[src/rtl/mvavg_pkg.sv]
// mvavg_pkg: shared types and constants for the moving average filter
// no dependencies; imported by the divider, the top level, the checker and the test

package mvavg_pkg;

   localparam int SampleW = 8;   // sample and average width
   localparam int CfgW    = 5;   // window register write width

   localparam logic [CfgW-1:0] WindowReset = 5'd10;

   // divider status seen by the sequencer
   typedef struct packed {
      logic busy;
      logic done;
   } div_status_type;

endpackage

[src/rtl/mvavg_ram.sv]
// mvavg_ram: generic single-clock ram, one write port, one registered read port
// no dependencies

module mvavg_ram #(
   parameter int WIDTH = 8,
   parameter int DEPTH = 16
) (
   input  logic                     clock,
   input  logic                     wr_en,
   input  logic [$clog2(DEPTH)-1:0] wr_addr,
   input  logic [WIDTH-1:0]         wr_data,
   input  logic                     rd_en,
   input  logic [$clog2(DEPTH)-1:0] rd_addr,
   output logic [WIDTH-1:0]         rd_data
);

   logic [WIDTH-1:0] mem_ff [DEPTH];
   logic [WIDTH-1:0] rd_data_ff;

   always_ff @(posedge clock) begin
      if (wr_en) begin
         mem_ff[wr_addr] <= wr_data;
      end
      if (rd_en) begin
         rd_data_ff <= mem_ff[rd_addr];
      end
   end

   assign rd_data = rd_data_ff;

endmodule

[src/rtl/mvavg_div.sv]
// mvavg_div: restoring divider, one quotient bit per cycle
// depends on mvavg_pkg for the status struct

module mvavg_div #(
   parameter int NUM_W = 12,
   parameter int DEN_W = 5
) (
   input  logic                          clock,
   input  logic                          reset,
   input  logic                          start,
   input  logic [NUM_W-1:0]              dividend,
   input  logic [DEN_W-1:0]              divisor,
   output mvavg_pkg::div_status_type     status,
   output logic [NUM_W-1:0]              quotient
);

   import mvavg_pkg::*;

   localparam int CntW = $clog2(NUM_W + 1);

   logic [NUM_W-1:0] quo_ff, quo_in;
   logic [DEN_W-1:0] rem_ff, rem_in;
   logic [DEN_W-1:0] den_ff, den_in;
   logic [CntW-1:0]  cnt_ff, cnt_in;
   logic             busy_ff, busy_in;
   logic             done_ff, done_in;
   logic [DEN_W:0]   trial;

   always_comb begin
      quo_in  = quo_ff;
      rem_in  = rem_ff;
      den_in  = den_ff;
      cnt_in  = cnt_ff;
      busy_in = busy_ff;
      done_in = 1'b0;
      trial   = {rem_ff, quo_ff[NUM_W-1]};
      if (start) begin
         quo_in  = dividend;
         rem_in  = '0;
         den_in  = divisor;
         cnt_in  = CntW'(NUM_W);
         busy_in = 1'b1;
      end else if (busy_ff) begin
         if (trial >= {1'b0, den_ff}) begin
            rem_in = DEN_W'(trial - {1'b0, den_ff});
            quo_in = {quo_ff[NUM_W-2:0], 1'b1};
         end else begin
            rem_in = trial[DEN_W-1:0];
            quo_in = {quo_ff[NUM_W-2:0], 1'b0};
         end
         cnt_in = cnt_ff - 1'b1;
         if (cnt_ff == CntW'(1)) begin
            busy_in = 1'b0;
            done_in = 1'b1;
         end
      end
   end

   always_ff @(posedge clock) begin
      if (reset) begin
         busy_ff <= 1'b0;
         done_ff <= 1'b0;
         cnt_ff  <= '0;
      end else begin
         busy_ff <= busy_in;
         done_ff <= done_in;
         cnt_ff  <= cnt_in;
      end
      quo_ff <= quo_in;
      rem_ff <= rem_in;
      den_ff <= den_in;
   end

   assign status.busy = busy_ff;
   assign status.done = done_ff;
   assign quotient    = quo_ff;

endmodule

[src/rtl/moving_average_filter_core.sv]
// moving_average_filter_core: top level of the moving average filter
// depends on mvavg_pkg, mvavg_ram and mvavg_div
//
// channel   dir  handshake            payload
// req       in   req_valid/req_stall  req_sample[7:0]
// rsp       out  rsp_valid/rsp_stall  rsp_average[7:0]
// csr       in   csr_wr_en            csr_wr_data[4:0] (window size)
//
// one word at a time: the accept state, a ring read and sum update state, the
// divide state that waits while the divider forms all SumW quotient bits (12 at
// the default) and raises done, then the move into the output register, which
// waits while an earlier average is still held; the next word is taken after that
// synchronous reset sets the window to 10 and empties the ring, sum and slot
// a new word is taken while a finished average still waits on rsp_stall

module moving_average_filter_core #(
   parameter int MAX_WINDOW = 16
) (
   input  logic                         clock,
   input  logic                         reset,
   input  logic                         req_valid,
   output logic                         req_stall,
   input  logic [mvavg_pkg::SampleW-1:0] req_sample,
   output logic                         rsp_valid,
   input  logic                         rsp_stall,
   output logic [mvavg_pkg::SampleW-1:0] rsp_average,
   input  logic                         csr_wr_en,
   input  logic [mvavg_pkg::CfgW-1:0]    csr_wr_data
);

   import mvavg_pkg::*;

   // widths that follow from the window depth
   localparam int SlotW = $clog2(MAX_WINDOW);
   localparam int WinW  = (MAX_WINDOW >= 31) ? CfgW : $clog2(MAX_WINDOW + 1);
   localparam int SumW  = $clog2(255 * MAX_WINDOW + 1);
   localparam logic [8:0] MaxWin = 9'(MAX_WINDOW);

   typedef enum logic [1:0] {
      ST_IDLE,
      ST_READ,
      ST_DIV,
      ST_OUT
   } state_type;

   state_type            state_ff, state_in;
   logic [WinW-1:0]      window_ff, window_in;
   logic [SlotW-1:0]     slot_ff, slot_in;
   logic [SumW-1:0]      sum_ff, sum_in;
   logic [MAX_WINDOW-1:0] vld_ff, vld_in;      // ring entries written since clear
   logic [SampleW-1:0]   sample_ff, sample_in;
   logic                 rsp_valid_ff, rsp_valid_in;
   logic [SampleW-1:0]   average_ff, average_in;

   logic                 accept;
   logic                 rsp_take;
   logic [SampleW-1:0]   ram_rd_data;
   logic [SampleW-1:0]   old_sample;
   logic                 ram_wr_en;
   logic                 div_start;
   div_status_type       div_status;
   logic [SumW-1:0]      div_quotient;
   logic [8:0]           cfg_value;
   logic [8:0]           slot_next;
   logic [SlotW-1:0]     slot_cur;

   assign accept   = req_valid && !req_stall;
   assign rsp_take = rsp_valid_ff && !rsp_stall;

   // stale slot after a shrink cannot happen (config clears it), but wrap anyway
   assign slot_cur = (9'(slot_ff) >= 9'(window_ff)) ? '0 : slot_ff;

   // entries never written since the last clear read as zero
   assign old_sample = vld_ff[slot_cur] ? ram_rd_data : '0;

   assign cfg_value = 9'(csr_wr_data);
   assign slot_next = 9'(slot_cur) + 9'd1;

   assign ram_wr_en = (state_ff == ST_READ);
   assign div_start = (state_ff == ST_READ);

   always_comb begin
      state_in     = state_ff;
      window_in    = window_ff;
      slot_in      = slot_ff;
      sum_in       = sum_ff;
      vld_in       = vld_ff;
      sample_in    = sample_ff;
      rsp_valid_in = rsp_valid_ff;
      average_in   = average_ff;

      if (rsp_take) begin
         rsp_valid_in = 1'b0;
      end

      unique case (state_ff)
         ST_IDLE: begin
            if (accept) begin
               sample_in = req_sample;
               state_in  = ST_READ;
            end
         end
         ST_READ: begin
            // ring data for the current slot arrived; update sum and write back
            sum_in = sum_ff - SumW'(old_sample) + SumW'(sample_ff);
            vld_in[slot_cur] = 1'b1;
            slot_in  = (slot_next >= 9'(window_ff)) ? '0 : SlotW'(slot_next);
            state_in = ST_DIV;
         end
         ST_DIV: begin
            if (div_status.done) begin
               state_in = ST_OUT;
            end
         end
         ST_OUT: begin
            if (!rsp_valid_ff || rsp_take) begin
               rsp_valid_in = 1'b1;
               average_in   = div_quotient[SampleW-1:0];
               state_in     = ST_IDLE;
            end
         end
         default: state_in = ST_IDLE;
      endcase

      // window write: user writes only while idle, not enforced here; saturate to 1..MAX_WINDOW and clear the ring
      if (csr_wr_en) begin
         if (cfg_value == 9'd0) begin
            window_in = WinW'(1);
         end else if (cfg_value > MaxWin) begin
            window_in = WinW'(MaxWin);
         end else begin
            window_in = WinW'(cfg_value);
         end
         vld_in  = '0;
         sum_in  = '0;
         slot_in = '0;
      end
   end

   always_ff @(posedge clock) begin
      if (reset) begin
         state_ff     <= ST_IDLE;
         window_ff    <= (9'(WindowReset) > MaxWin) ? WinW'(MaxWin) : WinW'(WindowReset);
         slot_ff      <= '0;
         sum_ff       <= '0;
         vld_ff       <= '0;
         rsp_valid_ff <= 1'b0;
      end else begin
         state_ff     <= state_in;
         window_ff    <= window_in;
         slot_ff      <= slot_in;
         sum_ff       <= sum_in;
         vld_ff       <= vld_in;
         rsp_valid_ff <= rsp_valid_in;
      end
      sample_ff  <= sample_in;
      average_ff <= average_in;
   end

   // busy until the current word is finished and parked in the output register
   assign req_stall   = (state_ff != ST_IDLE);
   assign rsp_valid   = rsp_valid_ff;
   assign rsp_average = average_ff;

   // sample ring: read issued on accept, written back in the cycle after
   mvavg_ram #(
      .WIDTH (SampleW),
      .DEPTH (MAX_WINDOW)
   ) u_ring (
      .clock   (clock),
      .wr_en   (ram_wr_en),
      .wr_addr (slot_cur),
      .wr_data (sample_ff),
      .rd_en   (accept),
      .rd_addr (slot_cur),
      .rd_data (ram_rd_data)
   );

   // sum / window, started with the freshly updated sum
   mvavg_div #(
      .NUM_W (SumW),
      .DEN_W (WinW)
   ) u_div (
      .clock    (clock),
      .reset    (reset),
      .start    (div_start),
      .dividend (sum_in),
      .divisor  (window_ff),
      .status   (div_status),
      .quotient (div_quotient)
   );

   // write slot stays inside the window
   assert property (@(posedge clock) disable iff (reset)
      9'(slot_ff) < 9'(window_ff))
      else $error("write slot outside window");

   // window stays within 1..MAX_WINDOW
   assert property (@(posedge clock) disable iff (reset)
      window_ff != '0 && 9'(window_ff) <= MaxWin)
      else $error("window out of range");

   // running sum never exceeds a full window of maximum samples
   assert property (@(posedge clock) disable iff (reset)
      32'(sum_ff) <= 32'(255) * 32'(window_ff))
      else $error("running sum too large");

   // divider only runs while the sequencer waits on it
   assert property (@(posedge clock) disable iff (reset)
      div_status.busy |-> state_ff == ST_DIV)
      else $error("divider busy outside divide state");

   // an accepted word always goes to the ring read next
   assert property (@(posedge clock) disable iff (reset)
      accept |=> state_ff == ST_READ)
      else $error("accepted word did not start a ring read");

endmodule

[config.mk]
export PLATFORM = sky130hd
export DESIGN_NAME = moving_average_filter_core
export DESIGN_NICKNAME = d
export VERILOG_FILES = /design/src/rtl/mvavg_pkg.sv /design/src/rtl/mvavg_ram.sv /design/src/rtl/mvavg_div.sv /design/src/rtl/moving_average_filter_core.sv
export SDC_FILE = /design/constraint.sdc
export NUM_CORES = 1
export LEC_CHECK = 0
export CORE_MARGIN = 3
export CORE_UTILIZATION = 40
export CTS_CLUSTER_DIAMETER = 150
export DETAILED_ROUTE_END_ITERATION = 10
export DONT_BUFFER_PORTS = 1
export GPL_TIMING_DRIVEN = 1
export PLACE_DENSITY = 0.55
export SETUP_SLACK_MARGIN = 0.02
export SLEW_MARGIN = 0
export SYNTH_ARGS = -nofsm -noshare
export SYNTH_HDL_FRONTEND = slang
export SYNTH_HIERARCHICAL = 1
export SYNTH_SLANG_ARGS = --single-unit
export TNS_END_PERCENT = 30
[constraint.sdc]
create_clock -name clock -period 5 [get_ports clock]
set_input_delay 1 -clock clock [delete_from_list [all_inputs] [get_ports clock]]
set_output_delay 1 -clock clock [all_outputs]
set_load 0.1 [all_outputs]
==> out/metrics.csv <==
stage,metric,value,unit
clock_tree,H-tree depth,1,
worst_setup_path,critical path data required time,5.27,ns
timing,Final Setup Violations,0,
final_layout,# nets final,814,
clock_tree,CTS tree,done,
final_layout,# diodes,0,
placement,placed standard-cell area,10400,sq um
hold_path,worst hold path cell count,0,
power,peak supply drop,273,uV
timing,Setup Skew,0.0176,ns
worst_setup_path,Crit path buffers/inverters,3,
routing,DR iter-0 viols,526,
job,max cap viols,0,
yosys,Post-Syn Nets,799,
floorplanning,die span in x,165,microns
worst_setup_path,max incr delay on CP,0.57,ns
timing,Worst Max-Slew Pin Slew,1.23,ns
placement,Placer Congestion,0.918,
hold_path,HP Class,reg -> reg,
routing,via density per instance,5.44,
worst_setup_path,Setup CP Type,reg -> reg,
floorplanning,Initial Util,0.412,
timing,Slew HR,0.170,
worst_setup_path,WP depth,19,
grt,number of global-route vias before repair,5988,
floorplanning,Cell Rows,57,
timing,period utilization,0.963,
floorplanning,total die area,27200,sq um
floorplanning,Core Box Area,24500,sq um
clock_tree,Max Root-Sink Buffers,3,
routing,# DRC,0,
grt,gr ovfl total,0,
placement,post-detail-place hpwl,13800,microns
worst_setup_path,crit end category,flop,
floorplanning,chip height,165,microns
grt,GRT Total Usage,0.154,
timing,fin. max-slew vios,0,
timing,fmax,208,MHz
power,leakage power,4.00,nW
routing,Routed Antenna Nets,0,
timing,Final Hold Vio Count,0,
worst_setup_path,arrival time at the worst endpoint,5.08,ns
routing,Vias,5939,
placement,count of input and output buffers,0,
worst_setup_path,R2R depth,19,
worst_setup_path,maximum fanout along the worst path,7,
worst_setup_path,crit start category,flop,
floorplanning,boundary pin count,28,
final_layout,Layout area overhead,13.0,%
routing,final WL,20900,microns
yosys,cells after synthesis,735,
clock_tree,clk root buf,clkbuf_16,
clock_tree,CTS buffer count,24,
worst_setup_path,Slowest cell on crit path,fa_1,
power,Tot Pwr,5.88,mW
grt,largest net degree at the start of global routing,43,
status,outcome,"finished, final reports clean",
yosys,Post-Syn Area,10100,sq um
grt,global-route wire length before repair,32600,microns
final_layout,"Design Area, Final",11400,sq um
final_layout,layout cells sized above 1,0.148,
clock_tree,CTS sink count,220,
clock_tree,worst skew pair latency,0.53,ns
timing,crit path time final,4.81,ns
yosys,Synth Warn #,6,
clock_tree,Post-CTS Hold Buffers,0,
worst_setup_path,Worst path top cell family by delay,compound AO/OA/AOI/OAI gates,
routing,Wirelength per Cell,19.2,microns
routing,TritonRoute pass-1 iters,5,
yosys,Syn Area/Cell,13.7,sq um
clock_tree,"Reg clk slew, reported paths",0.06,ns
power,cell area power density,515,nW/um^2
grt,antenna violations before repair,0,
worst_setup_path,crit-path cells,"inv_1, ha_1, nor2b_2, o21ai_4, a2111oi_4, o211ai_1, a32oi_2, buf_6, nor2b_1, fa_1, inv_2, ha_4, a211oi_4, nor3_2, or2_1, a31oi_2, mux2i_1, mux2_1, mux2_2",
## worst reg2reg max path, stage by stage, from the launching register on
cell and delay (ns):
dfxtp_1 0.33, inv_1 0.05, ha_1 0.28, nor2b_2 0.16, o21ai_4 0.11, a2111oi_4 0.40, o211ai_1 0.17, a32oi_2 0.22
buf_6 0.16, nor2b_1 0.06, fa_1 0.57, inv_2 0.06, ha_4 0.25, a211oi_4 0.29, nor3_2 0.08, or2_1 0.26
a31oi_2 0.20, mux2i_1 0.30, mux2_1 0.35, mux2_2 0.26
## cell type report
| class | instances | area (sq um) |
|---|---|---|
| Clock buffer | 27 | 612 |
| Clock inverter | 17 | 235 |
| Fill cell | 2172 | 13100 |
| Inverter | 62 | 233 |
| Multi-Input combinational cell | 421 | 3670 |
| Sequential cell | 220 | 6100 |
| Tap cell | 324 | 405 |
| Timing Repair Buffer | 21 | 161 |
## registers in the layout (all words and copies together), names as in the netlist, 2 cells and up
name / cells
u_div/den_ff: 5
rsp_average: 8
u_div/quotient: 12
state_ff: 2
u_ring/mem_ff: 128
sample_ff: 8
u_div/rem_ff: 5
u_ring/rd_data: 8
vld_ff: 16
slot_ff: 4
window_ff: 5
sum_ff: 12
u_div/cnt_ff: 4
## power by group
part | internal (mW) | leakage [nW] | switching, mW
clock network | 1.15 | 0.410 | 0.717
logic | 0.653 | 1.63 | 0.902
registers | 2.26 | 1.96 | 0.202
## timing repair
action | CTS | global route
gates cloned | 0 | 0
pin swaps | 1 | 9
resized for setup | 0 | 16
buffers inserted | 2 | 4
endpoints found under the setup margin | 1 | 2
## through the flow
step | TNS, ns | hold slack (ns) | setup slack, ns | cells | util
after global placement | 0 | 0.435 | 0.123 | 1042 | 0.426
final | 0 | 0.444 | 0.186 | 1092 | 0.465
after global routing | -0.0366 | 0.463 | -0.0366 | 1092 | 0.465
after detailed placement | -0.0205 | 0.434 | -0.0205 | 1042 | 0.426
after CTS | 0 | 0.448 | 0.0667 | 1088 | 0.461
after floorplan | 0 | 0.422 | 0.0975 | 735 | -
## layout by cell type (no fill, tap or decap), types with 3 or more instances in the layout
| master | n |
|---|---|
| a21o_1 | 5 |
| dfxtp_1 | 49 |
| nand3_1 | 11 |
| clkinv_2 | 4 |
| nand2_1 | 36 |
| inv_2 | 3 |
| mux4_1 | 14 |
| mux2_2 | 11 |
| o21ai_0 | 8 |
| mux2i_1 | 13 |
| nor2_1 | 62 |
| and2_1 | 7 |
| a211oi_1 | 3 |
| and3_1 | 4 |
| edfxtp_1 | 169 |
| fa_1 | 9 |
| a21oi_1 | 33 |
| mux4_2 | 19 |
| clkinv_1 | 5 |
| xnor2_1 | 6 |
| buf_4 | 20 |
| a31oi_1 | 6 |
| inv_1 | 59 |
| ha_2 | 3 |
| o211ai_1 | 5 |
| nand2b_1 | 5 |
| o21a_1 | 6 |
| clkbuf_16 | 24 |
| a41oi_1 | 4 |
| bufinv_16 | 5 |
| clkbuf_1 | 3 |
| a22oi_1 | 19 |
| nor3_1 | 14 |
| ha_1 | 32 |
| nor2b_1 | 18 |
| nand3b_1 | 5 |
| or4_1 | 3 |
| xor2_1 | 3 |
| or3_1 | 4 |
## final timing paths
kind | start | to | slack (ns)
worst max-delay path | slot_ff[0] | u_div/quotient[11] | 0.19
worst min-delay path | window_ff[2] | u_div/den_ff[2] | 0.44
worst max register to register | slot_ff[0] | u_div/quotient[11] | 0.19
worst min register to register | window_ff[2] | u_div/den_ff[2] | 0.44
## metal layers
layer  GRT usage  vias to the layer above  routed length (microns)
met5           0                        -                        0
met4      0.0416                        0                      429
met3      0.0319                       27                     1060
met2       0.258                      131                    10300
met1       0.204                     2983                     9100
li1            -                     2798                        -
(Power assumes the default switching activity.)
